## src/rtl/qidp_pkg.sv

```systemverilog
package qidp_pkg;

    localparam int ID_SLOTS        = 128;
    localparam int MAX_PER_REQUEST = 16;

    // Identifiers are kept in rows of the used-map memory. ROW_BITS must divide ID_SLOTS.
    localparam int ROW_BITS = 8;
    localparam int ROWS     = ID_SLOTS / ROW_BITS;
    localparam int ROW_AW   = (ROWS > 1) ? $clog2(ROWS) : 1;
    localparam int BIT_AW   = $clog2(ROW_BITS);
    localparam int IDX_W    = ROW_AW + BIT_AW;
    localparam int SPAN_W   = $clog2(ID_SLOTS + 1);
    localparam int POP_W    = $clog2(ROW_BITS + 1);

    localparam int ID_W    = 16;
    localparam int COUNT_W = 5;

    typedef enum logic [0:0] {
        ACT_ALLOC = 1'b0,
        ACT_FREE  = 1'b1
    } action_t;

    typedef enum logic [1:0] {
        STAT_OK           = 2'd0,
        STAT_FULL         = 2'd1,
        STAT_RANGE        = 2'd2,
        STAT_ALREADY_FREE = 2'd3
    } status_t;

    typedef enum logic [0:0] {
        CFG_POOL_FIRST = 1'b0,
        CFG_POOL_LAST  = 1'b1
    } cfg_index_t;

    typedef struct packed {
        action_t              action;
        logic [COUNT_W-1:0]   count;
        logic [ID_W-1:0]      queue_id;
    } qidp_in_t;

    typedef struct packed {
        status_t              status;
        logic                 id_valid;
        logic [ID_W-1:0]      granted_id;
        logic                 last;
    } qidp_out_t;

    typedef enum logic [3:0] {
        S_IDLE,
        S_DECODE,
        S_FREE_RD,
        S_FREE_CHK,
        S_CNT_RD,
        S_CNT_ACC,
        S_CNT_CHK,
        S_GR_RD,
        S_GR_LOAD,
        S_GR_PICK,
        S_EMIT
    } ctrl_state_t;

    typedef struct packed {
        logic    load_in;
        logic    rd_en;
        logic    rd_free;
        logic    row_clr;
        logic    row_inc;
        logic    cnt_acc;
        logic    work_load;
        logic    grant;
        logic    wb_work;
        logic    wb_free;
        logic    emit;
        logic    status_load;
        status_t status_val;
    } dp_cmd_t;

    typedef struct packed {
        logic is_free;
        logic cnt_zero;
        logic cnt_over;
        logic free_in_range;
        logic rd_bit_set;
        logic row_last;
        logic pool_short;
        logic work_has_free;
        logic grant_last;
        logic slot_free;
    } dp_stat_t;

endpackage

```

## src/rtl/qidp_ctrl.sv

```systemverilog
module qidp_ctrl
    import qidp_pkg::*;
(
    input  logic     clk,
    input  logic     rst_n,
    input  logic     in_valid,
    output logic     in_ready,
    input  dp_stat_t stat,
    output dp_cmd_t  cmd
);

    ctrl_state_t state_reg;
    ctrl_state_t state_next;

    always_ff @(posedge clk or negedge rst_n)
    begin
        if (!rst_n)
        begin
            state_reg <= S_IDLE;
        end
        else
        begin
            state_reg <= state_next;
        end
    end

    always_comb
    begin
        state_next = state_reg;
        case (state_reg)
            S_IDLE:
            begin
                if (in_valid)
                begin
                    state_next = S_DECODE;
                end
            end
            S_DECODE:
            begin
                if (stat.is_free)
                begin
                    state_next = stat.free_in_range ? S_FREE_RD : S_EMIT;
                end
                else if (stat.cnt_zero || stat.cnt_over)
                begin
                    state_next = S_EMIT;
                end
                else
                begin
                    state_next = S_CNT_RD;
                end
            end
            S_FREE_RD:
            begin
                state_next = S_FREE_CHK;
            end
            S_FREE_CHK:
            begin
                state_next = S_EMIT;
            end
            S_CNT_RD:
            begin
                state_next = S_CNT_ACC;
            end
            S_CNT_ACC:
            begin
                state_next = stat.row_last ? S_CNT_CHK : S_CNT_RD;
            end
            S_CNT_CHK:
            begin
                state_next = stat.pool_short ? S_EMIT : S_GR_RD;
            end
            S_GR_RD:
            begin
                state_next = S_GR_LOAD;
            end
            S_GR_LOAD:
            begin
                state_next = S_GR_PICK;
            end
            S_GR_PICK:
            begin
                if (!stat.work_has_free)
                begin
                    state_next = S_GR_RD;
                end
                else if (stat.slot_free && stat.grant_last)
                begin
                    state_next = S_IDLE;
                end
            end
            S_EMIT:
            begin
                if (stat.slot_free)
                begin
                    state_next = S_IDLE;
                end
            end
            default:
            begin
                state_next = S_IDLE;
            end
        endcase
    end

    always_comb
    begin
        cmd      = '0;
        in_ready = 1'b0;
        case (state_reg)
            S_IDLE:
            begin
                in_ready    = 1'b1;
                cmd.load_in = in_valid;
            end
            S_DECODE:
            begin
                if (stat.is_free)
                begin
                    if (!stat.free_in_range)
                    begin
                        cmd.status_load = 1'b1;
                        cmd.status_val  = STAT_RANGE;
                    end
                end
                else if (stat.cnt_zero)
                begin
                    cmd.status_load = 1'b1;
                    cmd.status_val  = STAT_OK;
                end
                else if (stat.cnt_over)
                begin
                    cmd.status_load = 1'b1;
                    cmd.status_val  = STAT_RANGE;
                end
                else
                begin
                    cmd.row_clr = 1'b1;
                end
            end
            S_FREE_RD:
            begin
                cmd.rd_en   = 1'b1;
                cmd.rd_free = 1'b1;
            end
            S_FREE_CHK:
            begin
                cmd.status_load = 1'b1;
                if (stat.rd_bit_set)
                begin
                    cmd.wb_free    = 1'b1;
                    cmd.status_val = STAT_OK;
                end
                else
                begin
                    cmd.status_val = STAT_ALREADY_FREE;
                end
            end
            S_CNT_RD:
            begin
                cmd.rd_en = 1'b1;
            end
            S_CNT_ACC:
            begin
                cmd.cnt_acc = 1'b1;
                cmd.row_inc = !stat.row_last;
            end
            S_CNT_CHK:
            begin
                if (stat.pool_short)
                begin
                    cmd.status_load = 1'b1;
                    cmd.status_val  = STAT_FULL;
                end
                else
                begin
                    cmd.row_clr = 1'b1;
                end
            end
            S_GR_RD:
            begin
                cmd.rd_en = 1'b1;
            end
            S_GR_LOAD:
            begin
                cmd.work_load = 1'b1;
            end
            S_GR_PICK:
            begin
                if (!stat.work_has_free)
                begin
                    cmd.wb_work = 1'b1;
                    cmd.row_inc = 1'b1;
                end
                else if (stat.slot_free)
                begin
                    cmd.grant   = 1'b1;
                    cmd.wb_work = stat.grant_last;
                end
            end
            S_EMIT:
            begin
                cmd.emit = stat.slot_free;
            end
            default:
            begin
                cmd = '0;
            end
        endcase
    end

endmodule

```

## src/rtl/qidp_dp.sv

```systemverilog
module qidp_dp
    import qidp_pkg::*;
(
    input  logic              clk,
    input  logic              rst_n,
    input  dp_cmd_t           cmd,
    output dp_stat_t          stat,
    input  qidp_in_t          in_item,
    output logic              out_valid,
    input  logic              out_ready,
    output qidp_out_t         out_item,
    input  logic              cfg_valid,
    input  logic [0:0]        cfg_index,
    input  logic [ID_W-1:0]   cfg_data
);

    logic [ID_W-1:0]     pool_first_reg;
    logic [ID_W-1:0]     pool_last_reg;
    qidp_in_t            in_reg;
    status_t             res_status_reg;
    logic [ROW_AW-1:0]   row_reg;
    logic [COUNT_W-1:0]  got_reg;
    logic [SPAN_W-1:0]   freec_reg;
    logic [ROW_BITS-1:0] work_reg;
    logic [ROW_BITS-1:0] rd_data_reg;
    logic [ROWS-1:0]     row_valid_reg;
    logic [ROW_BITS-1:0] mem [ROWS];
    logic                out_valid_reg;
    qidp_out_t           out_item_reg;

    logic [ID_W-1:0]     span_diff;
    logic [SPAN_W-1:0]   span_n;
    logic [ID_W-1:0]     free_off;
    logic [ROW_AW-1:0]   free_row;
    logic [BIT_AW-1:0]   free_bit;
    logic [ROW_BITS-1:0] free_onehot;
    logic [ROW_BITS-1:0] row_mask;
    logic [ROW_BITS-1:0] rd_free_bits;
    logic [ROW_BITS-1:0] work_free_bits;
    logic [ROW_BITS-1:0] pick_onehot;
    logic [BIT_AW-1:0]   pick_idx;
    logic [POP_W-1:0]    row_pop;
    logic [ROW_AW-1:0]   rd_addr;
    logic                wr_en;
    logic [ROW_AW-1:0]   wr_addr;
    logic [ROW_BITS-1:0] wr_data;
    logic                slot_free;
    logic [COUNT_W-1:0]  got_inc;

    assign span_diff = pool_last_reg - pool_first_reg;

    always_comb
    begin
        if (pool_last_reg < pool_first_reg)
        begin
            span_n = '0;
        end
        else if (span_diff >= ID_W'(ID_SLOTS - 1))
        begin
            span_n = SPAN_W'(ID_SLOTS);
        end
        else
        begin
            span_n = SPAN_W'(span_diff) + SPAN_W'(1);
        end
    end

    assign free_off    = in_reg.queue_id - pool_first_reg;
    assign free_row    = ROW_AW'(free_off >> BIT_AW);
    assign free_bit    = free_off[BIT_AW-1:0];
    assign free_onehot = ROW_BITS'(1) << free_bit;

    always_comb
    begin
        for (int j = 0; j < ROW_BITS; j++)
        begin
            row_mask[j] = SPAN_W'({row_reg, BIT_AW'(j)}) < span_n;
        end
    end

    assign rd_free_bits   = ~rd_data_reg & row_mask;
    assign work_free_bits = ~work_reg & row_mask;
    assign pick_onehot    = work_free_bits & (~work_free_bits + ROW_BITS'(1));

    always_comb
    begin
        pick_idx = '0;
        for (int j = ROW_BITS - 1; j >= 0; j--)
        begin
            if (work_free_bits[j])
            begin
                pick_idx = BIT_AW'(j);
            end
        end
    end

    always_comb
    begin
        row_pop = '0;
        for (int j = 0; j < ROW_BITS; j++)
        begin
            row_pop = row_pop + POP_W'(rd_free_bits[j]);
        end
    end

    assign slot_free = !out_valid_reg || out_ready;
    assign got_inc   = got_reg + COUNT_W'(1);

    assign rd_addr = cmd.rd_free ? free_row : row_reg;
    assign wr_en   = cmd.wb_free || cmd.wb_work;
    assign wr_addr = cmd.wb_free ? free_row : row_reg;
    assign wr_data = cmd.wb_free ? (rd_data_reg & ~free_onehot)
                                 : (work_reg | (cmd.grant ? pick_onehot : '0));

    always_comb
    begin
        stat.is_free       = (in_reg.action == ACT_FREE);
        stat.cnt_zero      = (in_reg.count == '0);
        stat.cnt_over      = (int'(in_reg.count) > MAX_PER_REQUEST);
        stat.free_in_range = (in_reg.queue_id >= pool_first_reg)
                             && (free_off < ID_W'(span_n));
        stat.rd_bit_set    = rd_data_reg[free_bit];
        stat.row_last      = (row_reg == ROW_AW'(ROWS - 1));
        stat.pool_short    = (freec_reg < SPAN_W'(in_reg.count))
                             || (int'(in_reg.count) > ID_SLOTS);
        stat.work_has_free = (work_free_bits != '0);
        stat.grant_last    = (got_inc == in_reg.count);
        stat.slot_free     = slot_free;
    end

    always_ff @(posedge clk or negedge rst_n)
    begin
        if (!rst_n)
        begin
            pool_first_reg <= ID_W'(1);
            pool_last_reg  <= '0;
        end
        else if (cfg_valid)
        begin
            case (cfg_index)
                CFG_POOL_FIRST: pool_first_reg <= cfg_data;
                CFG_POOL_LAST:  pool_last_reg  <= cfg_data;
                default:        pool_first_reg <= pool_first_reg;
            endcase
        end
    end

    always_ff @(posedge clk)
    begin
        if (cmd.load_in)
        begin
            in_reg <= in_item;
        end
        if (cmd.status_load)
        begin
            res_status_reg <= cmd.status_val;
        end
        if (cmd.row_clr)
        begin
            row_reg   <= '0;
            got_reg   <= '0;
            freec_reg <= '0;
        end
        else
        begin
            if (cmd.row_inc)
            begin
                row_reg <= row_reg + ROW_AW'(1);
            end
            if (cmd.cnt_acc)
            begin
                freec_reg <= freec_reg + SPAN_W'(row_pop);
            end
            if (cmd.grant)
            begin
                got_reg <= got_inc;
            end
        end
        if (cmd.work_load)
        begin
            work_reg <= rd_data_reg;
        end
        else if (cmd.grant)
        begin
            work_reg <= work_reg | pick_onehot;
        end
    end

    always_ff @(posedge clk)
    begin
        if (wr_en)
        begin
            mem[wr_addr] <= wr_data;
        end
        if (cmd.rd_en)
        begin
            rd_data_reg <= row_valid_reg[rd_addr] ? mem[rd_addr] : '0;
        end
    end

    always_ff @(posedge clk or negedge rst_n)
    begin
        if (!rst_n)
        begin
            row_valid_reg <= '0;
        end
        else if (wr_en)
        begin
            row_valid_reg[wr_addr] <= 1'b1;
        end
    end

    always_ff @(posedge clk or negedge rst_n)
    begin
        if (!rst_n)
        begin
            out_valid_reg <= 1'b0;
        end
        else if (cmd.grant || cmd.emit)
        begin
            out_valid_reg <= 1'b1;
        end
        else if (out_ready)
        begin
            out_valid_reg <= 1'b0;
        end
    end

    always_ff @(posedge clk)
    begin
        if (cmd.grant)
        begin
            out_item_reg.status     <= STAT_OK;
            out_item_reg.id_valid   <= 1'b1;
            out_item_reg.granted_id <= pool_first_reg + ID_W'({row_reg, pick_idx});
            out_item_reg.last       <= stat.grant_last;
        end
        else if (cmd.emit)
        begin
            out_item_reg.status     <= res_status_reg;
            out_item_reg.id_valid   <= 1'b0;
            out_item_reg.granted_id <= '0;
            out_item_reg.last       <= 1'b1;
        end
    end

    assign out_valid = out_valid_reg;
    assign out_item  = out_item_reg;

`ifndef NO_ASSERTIONS
    assert property (@(posedge clk) disable iff (!rst_n)
        (cmd.grant || cmd.emit) |-> (!out_valid_reg || out_ready))
        else $error("Result loaded while the output register is still full.");

    assert property (@(posedge clk) disable iff (!rst_n)
        !(cmd.wb_free && cmd.wb_work))
        else $error("Two used-map writes requested in one cycle.");

    assert property (@(posedge clk) disable iff (!rst_n)
        cmd.grant |-> (work_free_bits != '0) && $onehot(pick_onehot))
        else $error("Grant issued without a free identifier in the row.");

    assert property (@(posedge clk) disable iff (!rst_n)
        (out_valid_reg && !out_item_reg.id_valid) |-> out_item_reg.last)
        else $error("Result without an identifier is not flagged last.");
`endif

endmodule

```

## src/rtl/queue_id_pool_allocator.sv

```systemverilog
// Queue identifier pool allocator. A used-map memory, cleared at reset, covers the identifiers
// from pool_first to pool_last, at most ID_SLOTS of them. An allocate item for N identifiers
// either grants the N lowest free ones, one result per identifier in ascending order with the
// final one flagged last, or returns a single pool-full result and changes nothing; N of zero
// or over MAX_PER_REQUEST gives one OK or range result with no identifier. A free item returns
// one result. Items are handled one at a time. The used-map is kept in rows of ROW_BITS bits
// with one read port, so an allocate first reads every row to count its free identifiers, then
// reads rows again from the first and grants their free identifiers lowest first. A free reads
// and checks the row of its identifier. Results leave through a one-item output register,
// so the next item is taken while the last result still waits, and a stalled output pauses the
// granting. The pool registers may be written only while the block is idle; they do not clear
// the used-map, whose bits stay relative to pool_first.
module queue_id_pool_allocator
    import qidp_pkg::*;
(
    input  logic              clk,
    input  logic              rst_n,
    input  logic              in_valid,
    output logic              in_ready,
    input  qidp_in_t          in_item,
    output logic              out_valid,
    input  logic              out_ready,
    output qidp_out_t         out_item,
    input  logic              cfg_valid,
    output logic              cfg_ready,
    input  logic [0:0]        cfg_index,
    input  logic [ID_W-1:0]   cfg_data
);

    dp_cmd_t  cmd;
    dp_stat_t stat;

    assign cfg_ready = 1'b1;

    qidp_ctrl u_ctrl (
        .clk      (clk),
        .rst_n    (rst_n),
        .in_valid (in_valid),
        .in_ready (in_ready),
        .stat     (stat),
        .cmd      (cmd)
    );

    qidp_dp u_dp (
        .clk       (clk),
        .rst_n     (rst_n),
        .cmd       (cmd),
        .stat      (stat),
        .in_item   (in_item),
        .out_valid (out_valid),
        .out_ready (out_ready),
        .out_item  (out_item),
        .cfg_valid (cfg_valid),
        .cfg_index (cfg_index),
        .cfg_data  (cfg_data)
    );

endmodule

```

## config.mk

```make
export PLATFORM = sky130hd
export DESIGN_NAME = queue_id_pool_allocator
export DESIGN_NICKNAME = d
export VERILOG_FILES = /design/src/rtl/qidp_pkg.sv /design/src/rtl/qidp_ctrl.sv /design/src/rtl/qidp_dp.sv /design/src/rtl/queue_id_pool_allocator.sv
export SDC_FILE = /design/constraint.sdc
export NUM_CORES = 1
export LEC_CHECK = 0
export BUFFER_PORTS_ARGS = -buffer_cell sky130_fd_sc_hd__buf_2
export CORE_UTILIZATION = 60
export CTS_CLUSTER_DIAMETER = 100
export DETAILED_ROUTE_END_ITERATION = 16
export PLACE_DENSITY = 0.76
export SLEW_MARGIN = 15
export SYNTH_ARGS = -nofsm -noshare
export SYNTH_HDL_FRONTEND = slang
export SYNTH_SLANG_ARGS = --single-unit
```

## constraint.sdc

```tcl
create_clock -name clk -period 15.79 [get_ports clk]
set_input_delay 3.9475 -clock clk [delete_from_list [all_inputs] [get_ports clk]]
set_output_delay 3.9475 -clock clk [all_outputs]
set_load 0.05 [all_outputs]
```

==> run summary, run 1 <==
By instance count, the leading cell after synthesis is sky130_fd_sc_hd__edfxtp_1. The number of endpoints with negative hold slack in the final report was 0. By area, the combinational part of the netlist is dominated by compound AO/OA/AOI/OAI gates. The number of flip-flops in the largest register was 128; the max-slew violation count was 0. The synthesized instance count was 1314; the maximum buffer depth of the clock tree was 3. The floorplan die height is 155.1 microns, and the setup TNS is 0 ns.

The via-per-instance ratio came out at 6.178. The library cell contributing the largest single delay on the critical path is sky130_fd_sc_hd__nor4b_1. The clock-pin slew reported for the worst setup and hold paths after clock tree synthesis was 0.06 ns. The share of the synthesized area in compound gates (AO/OA/AOI/OAI) was 0.1718. The worst setup path is launched from a flop. The first TritonRoute pass finished after 6 iterations. Sorting the synthesized cells by how often they occur yields sky130_fd_sc_hd__edfxtp_1, sky130_fd_sc_hd__nand2_1, sky130_fd_sc_hd__nor2_1. During I/O placement, the number of pins put on the boundary was 67. Kind of critical path: reg -> reg. Initial antenna violation count: 0. The normalized max-slew margin was 0.1697. Yosys mapped a number of flops with a built-in enable equal to 185. The largest single stage delay on the critical path is 0.98 ns. STA classifies the critical path endpoint as a flop. The uppermost metal layer occupied by signal nets was met4. In this design, the largest share of critical-path delay is due to adder cells. The clock reaches the later pin of the worst-skew pair after 0.54 ns. The largest total area in the synthesized netlist belongs to sky130_fd_sc_hd__edfxtp_1. The highest fanout seen on the critical path is 7, and the area fraction in and, or, nand and nor cells after synthesis is 0.1478. CTS placed an instance of sky130_fd_sc_hd__clkbuf_16 at the clock tree root.

For this run, design rule violations remaining after detail routing come to 0. For this block, wires on met1 add up to 15200 microns. The run gives 0.6171 as the initial core utilization. Total design power: 3.153 mW.

Setup violations remaining at the end of the flow were counted as 0. From synthesis to final layout, the design area changed by 11.01%. The routed design has 33500 microns of wire. The run gives 1.018 as the placer's final routability congestion estimate.

Area fraction of the dominant cell type after synthesis: 0.3952. The total overflow left after global routing is 0. The proportion of synthesized chip area in sequential cells came out at 0.5182. The share of the cycle needed by the critical path after routing is 0.5805, and the routed wire length per instance is 19.68 microns. The tools report the deepest level of the CTS H-tree as 1. For this run, the post-layout net count is 1486. For this run, the top clock speed supported by timing is 0.1091 GHz. The fraction of layout instances using a drive strength above 1 came out at 0.1274. Combined global-route utilization of all metal layers: 0.2853. Counting tap cells, the placed design contains a total of 1652 instances. The worst path needs 9.166 ns of the cycle, external delays included. The run gives 1062 as the first-iteration detailed-routing DRC count. The run finished with clean final reports. At the pin with the least slew margin, the transition time is 1.228 ns. The run gives 0.01317 ns as the final clock skew. In this run, synthesis produced a sequential element count of 258.

The data required time of the critical path was 16.19 ns. The adder and majority cell fraction of the synthesized area was 0.07014; the number of nets with antenna violations after routing was 0. After detailed routing, the met3 layer carries 2715 microns of wire.

Setup repair after global routing left no endpoint under its margin. The xor and xnor fraction of the mapped netlist area was 0.02929; the die area was 24040 sq um. The worst path arrival time is 9.57 ns.

The first global-routing pass estimated 53550 microns of wire. TritonCTS built the clock tree. The most used flip-flop cell after synthesis is sky130_fd_sc_hd__edfxtp_1. In this design, the critical path's most frequently occurring cell is sky130_fd_sc_hd__fa_1. The mapped netlist covers 14060 sq um. The repair_antennas step left the layout with diodes totalling 0. The quantity of gates resized following cts came out at 0.

Across the VDD grid, the largest voltage drop is 0.1300 mV. The async set-or-reset flop fraction in the synthesized netlist is 0.2054, and the number of sinks on the clock net is 258. The largest net degree at the start of global routing was 73. The logs give 1432 for the net count of the mapped netlist and 0 for the total of hold buffers inserted after clock tree synthesis. The total of max-cap violations was 0.

Number of vias after detailed routing: 10520. The mean area per synthesized cell was 10.70 sq um; the met2 wirelength from detailed routing was 14770 microns. Together, buffers and inverters on the worst path number 3. For the utilization after layout, the log shows 0.6850.

Worst min-delay path category: reg -> reg. The number of setup buffers added after CTS is 0. By area the synthesized netlist is led by sky130_fd_sc_hd__edfxtp_1, sky130_fd_sc_hd__dfrtp_1, sky130_fd_sc_hd__ha_1. The portion of netlist area occupied by mux cells came out at 0.02866. In this run the static leakage power is 6.007 nW.

The number of global-route vias before repair is 10100, and the number of buffers created by CTS is 27. After floorplanning, the core was divided into 55 placement rows. The number of library cell types mapped by synthesis is 87, and the final cell count without fillers is 1702. In this run the standard cell core region covers 22780 sq um. The total of buffers placed on input and output ports works out to 65. Power spread over the standard cell area amounts to 202.1 nW/um^2.

The count of yosys warnings during synthesis is 0, and the placed wire-length estimate is 23070 microns. The die is 155.1 microns wide.
==> cell type report <==
cell class / instances / area (sq um)
clock buffer: 33 / 708.2
clock inverter: 17 / 187.7
fill: 1695 / 7174
inverter: 64 / 240.2
multi-input combinational: 934 / 6332
sequential: 258 / 7283
tap: 313 / 391.6
timing repair buffer: 83 / 460.4
==> stage by stage <==
stage | cell area, sq um | setup slack [ns] | hold slack [ns]
floorplan | 14060 | 7.798 | 0.4342
global placement | 14710 | 7.186 | 0.4275
detailed placement | 14710 | 6.871 | 0.4376
CTS | 15600 | 6.816 | 0.4463
global route | 15600 | 6.126 | 0.4685
finish | 15600 | 6.624 | 0.4392
==> final timing paths <==
kind,depth (start not counted),from,slack [ns],endpoint
min,2,u_dp.out_item[17]$_SDFFE_PP1P_,0.44,u_dp.out_item[17]$_SDFFE_PP1P_
min reg2reg,2,u_dp.out_item[17]$_SDFFE_PP1P_,0.44,u_dp.out_item[17]$_SDFFE_PP1P_
max,35,u_dp.pool_last_reg[0]$_DFFE_PN0P_,6.62,u_dp.freec_reg[7]$_SDFFE_PP0P_
max in group asynchronous,2,rst_n,11.77,u_dp.pool_first_reg[15]$_DFFE_PN0P_
max reg2reg,35,u_dp.pool_last_reg[0]$_DFFE_PN0P_,6.62,u_dp.freec_reg[7]$_SDFFE_PP0P_
min in group asynchronous,2,rst_n,3.55,u_dp.pool_last_reg[6]$_DFFE_PN0P_
==> cells in the final DEF, fill, tap and decap left out, types with 33 or more instances in the layout <==
| master | instances |
|---|---|
| sky130_fd_sc_hd__nor2_1 | 102 |
| sky130_fd_sc_hd__edfxtp_1 | 185 |
| sky130_fd_sc_hd__and2_1 | 44 |
| sky130_fd_sc_hd__ha_1 | 66 |
| sky130_fd_sc_hd__buf_2 | 65 |
| sky130_fd_sc_hd__xnor2_1 | 35 |
| sky130_fd_sc_hd__a21oi_1 | 60 |
| sky130_fd_sc_hd__a31oi_1 | 33 |
| sky130_fd_sc_hd__dfrtp_1 | 52 |
| sky130_fd_sc_hd__inv_1 | 63 |
| sky130_fd_sc_hd__o21ai_0 | 59 |
| sky130_fd_sc_hd__nand2_1 | 155 |
| sky130_fd_sc_hd__a211oi_1 | 61 |
==> report_power, final <==
| group | leakage [nW] | switching, mW | internal, mW |
|---|---|---|---|
| Clock | 0.436 | 0.262 | 0.384 |
| Combinational | 3.15 | 1.00 | 0.514 |
| Sequential | 2.42 | 0.0746 | 0.919 |
| Total | 6.01 | 1.34 | 1.82 |
==> cells by family (layout without fill, tap and decap cells) <==
family          count (synthesis)  in the layout
buf+inv                       122            197
compound gates                350            350
mux                            35             35
xor+xnor                       47             47
simple gates                  427            427
other cells                     1              1
flops                         258            258
fa+ha+maj                      74             74
==> per-layer routing <==
metal	GRT usage	vias up
met3	0.04485	74
met5	0	-
li1	-	4970
met1	0.4245	5037
met2	0.4344	434
met4	0.08062	0
==> worst min-delay path, cell delays in order (launching register included) <==
cell	delay [ns]
sky130_fd_sc_hd__dfxtp_1	0.30
sky130_fd_sc_hd__nand2_1	0.05
sky130_fd_sc_hd__nand2_1	0.04
Power figures use the tool's default switching activity.
==> run 2: changes to the inputs <==
--- a/config.mk
+++ b/config.mk
@@ -6,10 +6,10 @@
 export NUM_CORES = 1
 export LEC_CHECK = 0
 export BUFFER_PORTS_ARGS = -buffer_cell sky130_fd_sc_hd__buf_2
-export CORE_UTILIZATION = 60
+export CORE_UTILIZATION = 56
 export CTS_CLUSTER_DIAMETER = 100
 export DETAILED_ROUTE_END_ITERATION = 16
-export PLACE_DENSITY = 0.76
+export PLACE_DENSITY = 0.75
 export SLEW_MARGIN = 15
 export SYNTH_ARGS = -nofsm -noshare
 export SYNTH_HDL_FRONTEND = slang
==> constraint.sdc (replaced) <==
create_clock -name clk -period 7.4 [get_ports clk]
set_input_delay 1.85 -clock clk [delete_from_list [all_inputs] [get_ports clk]]
set_output_delay 1.85 -clock clk [all_outputs]
set_load 0.05 [all_outputs]
==> run summary, run 2 (synthesis results as in run 1) <==
The final reports fail on setup timing. The library cells used most frequently in the layout, excluding fill and tap cells, are sky130_fd_sc_hd__edfxtp_1, sky130_fd_sc_hd__nand2_1, sky130_fd_sc_hd__nor2_1, sky130_fd_sc_hd__buf_4, sky130_fd_sc_hd__buf_2. From synthesis to final layout, the design area changed by 16.44%. For the wire length of the first global-routing pass, the log shows 54490 microns (+1.8%). Setup repair after global routing could not meet its margin everywhere. Initial antenna violation count: 0 (unchanged). The fraction of layout instances using a drive strength above 1 came out at 0.1940 (+0.06654). Destination of the worst register-to-register timing path: u_dp.freec_reg[7]$_SDFFE_PP0P_. The run gives 2.902 mW (+120%) as the switching power of the nets. The run gives 0 (unchanged) as the sum of overflow across all layers after global routing.

Start of the worst register-to-register path: u_dp.pool_last_reg[0]$_DFFE_PN0P_. The area inside the core boundary was 24460 sq um (+7.4%); the combinational group share of total power was 0.496 (+0.016). Startpoint type of the worst setup path: a flop.

The count of TritonRoute iterations in the first routing pass was 5 (-1); the die area was 25740 sq um (+7.1%). Worst path arrival time: 7.84 ns (-1.73 ns). In this design, the largest share of critical-path delay is due to adder cells. The placed wire-length estimate came out at 24130 microns (+4.6%). Initial core utilization: 0.5746 (-0.04248). The total design power was 6.920 mW (+120%). The number of flip-flops in the largest register came out at 128 (unchanged).

The worst hold path begins at u_dp.out_item[17]$_SDFFE_PP1P_. The critical path is of the reg -> reg type. The number of cells on the worst hold path was 2 (unchanged). The clock-pin slew reported for the worst setup and hold paths after clock tree synthesis is 0.06 ns (about the same). The internal power is 4.018 mW (+120%), and the number of endpoints with negative hold slack in the final report is 0 (unchanged).

The share of the cycle needed by the critical path after routing is 1.004 (+0.4232), and the total number of placement rows is 57 (+3.6%). The tools report the final worst slack as -0.02683 ns (-6.651 ns). The number of fill cells was 1850 (+9.1%).

Final wirelength: 34720 microns (+3.6%). The time the worst path needs with I/O delays and setup was 7.427 ns (-1.739 ns). Number of sinks on the clock net: 258 (unchanged). The setup slack on the worst flop-to-flop path is -0.03 ns (-6.65 ns), and the path depth of the worst reg2reg path is 32 (-8.6%).

Antenna cell count: 0 (unchanged). Most frequent standard cell in the layout excluding fill and tap cells: sky130_fd_sc_hd__edfxtp_1. The flow ran to the end, but the final reports show violations. The run gives 0.9566 (-6.0%) as the placer's final routability congestion estimate.

The tools report the normalized max-slew margin as 0.2785 (+0.1088). The share of total power consumed by net switching works out to 0.4194 (-0.004594). The critical path's largest stage delay is 0.59 ns (-0.39 ns), and the cell leakage power is 6.386 nW (+6.3%). The power per cell area is 422.8 nW/um^2 (+110%), and the number of nets with antenna violations after routing is 0 (unchanged). The tools report the max-slew violation count as 0 (unchanged). The tightest min-delay check is of the reg -> reg type.

For the deepest level of the CTS H-tree, the log shows 1 (unchanged). The number of vias after detailed routing is 10750 (+2.2%), and the total of max-cap violations is 0 (unchanged). The tools report the highest clock rate as 0.1346 GHz (+23%). For the setup-violating endpoint count in the final report, the log shows 1 (+1).

The largest net degree at the start of global routing is 73 (unchanged), and the buffering stage count on the worst path with inverters included is 4 (+1). The maximum buffer depth of the clock tree was 3 (unchanged). The die outline width is 160.4 microns (+3.5%), and the floorplan die height is 160.4 microns (+3.5%). The run gives 0.56 ns (+0.02 ns) as the clock latency on the worst-skew pair. The share of power burned in registers was 0.308 (-0.007); the final clock skew was 0.02594 ns (+0.01277 ns). The number of global-route vias before repair came out at 10140 (+0.40%). The tools report the number of nets in the layout as 1556 (+4.7%).

The first-iteration detailed-routing DRC count was 1203 (+13%); the part of the total power dissipated in the clock network was 0.196 (-0.009). Combined global-route utilization of all metal layers: 0.2679 (-0.01742). The total of buffers placed on input and output ports was 65 (unchanged); the I/O pin total was 67 (unchanged). Clock tree synthesis selected as its root buffer the cell sky130_fd_sc_hd__clkbuf_16. The worst setup path is captured at a flop.

The via-per-instance ratio is 6.030 (-2.4%), and the setup TNS is -0.02683 ns (-0.02683 ns). The final routed DRC violation total was 0 (unchanged); the highest fanout seen on the critical path was 3 (-4). Transition at the pin with the smallest max-transition slack: 1.060 ns (-0.1685 ns).

Data required time of the critical path: 7.81 ns (-8.38 ns). Terminating pin of the worst hold path: u_dp.out_item[17]$_SDFFE_PP1P_. TritonCTS built the clock tree. For the number of buffers created by CTS, the log shows 27 (unchanged). The peak ir drop on the vdd network was 0.2610 mV (+100%); the routed wire length per instance was 19.47 microns (-1.1%). The library cell contributing the largest single delay on the critical path was sky130_fd_sc_hd__fa_1.
-- run 2: cell count changes in the layout (fill, tap and decap cells not counted), sizes merged --
cell	delta
clkbuf	+6
buf	+70
clkinvlp	-1
clkinv	-4
bufinv	-1
-- run 2: how the worst max path moves through the flow --
| stage | start | end | slack [ns] | depth (start not counted) |
|---|---|---|---|---|
| 2_1_floorplan | u_dp.pool_last_reg[0]$_DFFE_PN0P_ | u_dp.freec_reg[7]$_SDFFE_PP0P_ | 0.006 | 32 |
| 3_3_place_gp | u_dp.pool_last_reg[0]$_DFFE_PN0P_ | u_dp.freec_reg[7]$_SDFFE_PP0P_ | 0.03 | 35 |
| 3_5_place_dp | u_dp.pool_last_reg[0]$_DFFE_PN0P_ | u_dp.freec_reg[7]$_SDFFE_PP0P_ | -0.14 | 35 |
| 4_1_cts | u_dp.pool_last_reg[0]$_DFFE_PN0P_ | u_dp.freec_reg[7]$_SDFFE_PP0P_ | 0.04 | 35 |
| 5_1_grt | u_dp.pool_first_reg[3]$_DFFE_PN0P_ | u_dp.freec_reg[7]$_SDFFE_PP0P_ | -0.46 | 32 |
| 6_report | u_dp.pool_last_reg[0]$_DFFE_PN0P_ | u_dp.freec_reg[7]$_SDFFE_PP0P_ | -0.03 | 32 |
-- run 2: repair_timing --
action / CTS / global route
pin swaps: 5 / 33
hold buffers: 0 / 0
setup endpoints to repair: 4 / 65
gates resized for setup: 4 / 36
setup buffers: 14 / 6
-- run 2: layout make-up --
| cell class | instances | area, sq um | area share |
|---|---|---|---|
| Inverter | 64 | 240.2 | 0.01468 |
| Sequential cell | 258 | 7283 | 0.4450 |
| Timing Repair Buffer | 153 | 989.7 | 0.06047 |
| Clock inverter | 11 | 148.9 | 0.009097 |
| Clock buffer | 39 | 740.7 | 0.04526 |
| Tap cell | 324 | 405.4 | 0.02477 |
| Multi-Input combinational cell | 934 | 6559 | 0.4007 |
-- run 2: metrics by stage --
step | std cells | setup WS (ns) | hold slack [ns] | instance area (sq um) | util
6_report | 1783 | -0.02683 | 0.4570 | 16370 | 0.6691
5_1_grt | 1783 | -0.4563 | 0.4702 | 16370 | 0.6691
4_1_cts | 1777 | 0.03521 | 0.4599 | 16140 | 0.6597
3_5_place_dp | 1713 | -0.1418 | 0.4501 | 15130 | 0.6183
3_3_place_gp | 1713 | 0.02697 | 0.4291 | 15130 | 0.6183
2_1_floorplan | 1314 | 0.006495 | 0.4342 | 14080 | -
-- run 2: per-layer routing --
metal | up-vias | share of wire | global-route usage
met5 | - | 0 | 0
met4 | 0 | 0.026 | 0.07446
met3 | 64 | 0.075 | 0.03383
met2 | 402 | 0.45 | 0.4179
met1 | 5176 | 0.45 | 0.3942
li1 | 5109 | - | -
-- run 2: tightest hold or removal path, stage by stage, from the launching register on --
cell and delay, ns:
sky130_fd_sc_hd__dfxtp_1 0.30, sky130_fd_sc_hd__nand2_1 0.05, sky130_fd_sc_hd__nand2_1 0.05
-- run 2: power by group through the flow --
stage	sequential (mW)	combinational, mW	clock, mW
floorplan	2.22	2.20	0
global placement	2.14	3.19	0
detailed placement	2.15	3.24	0
CTS	2.12	3.29	1.38
global route	2.14	3.76	1.43
finish	2.13	3.44	1.36
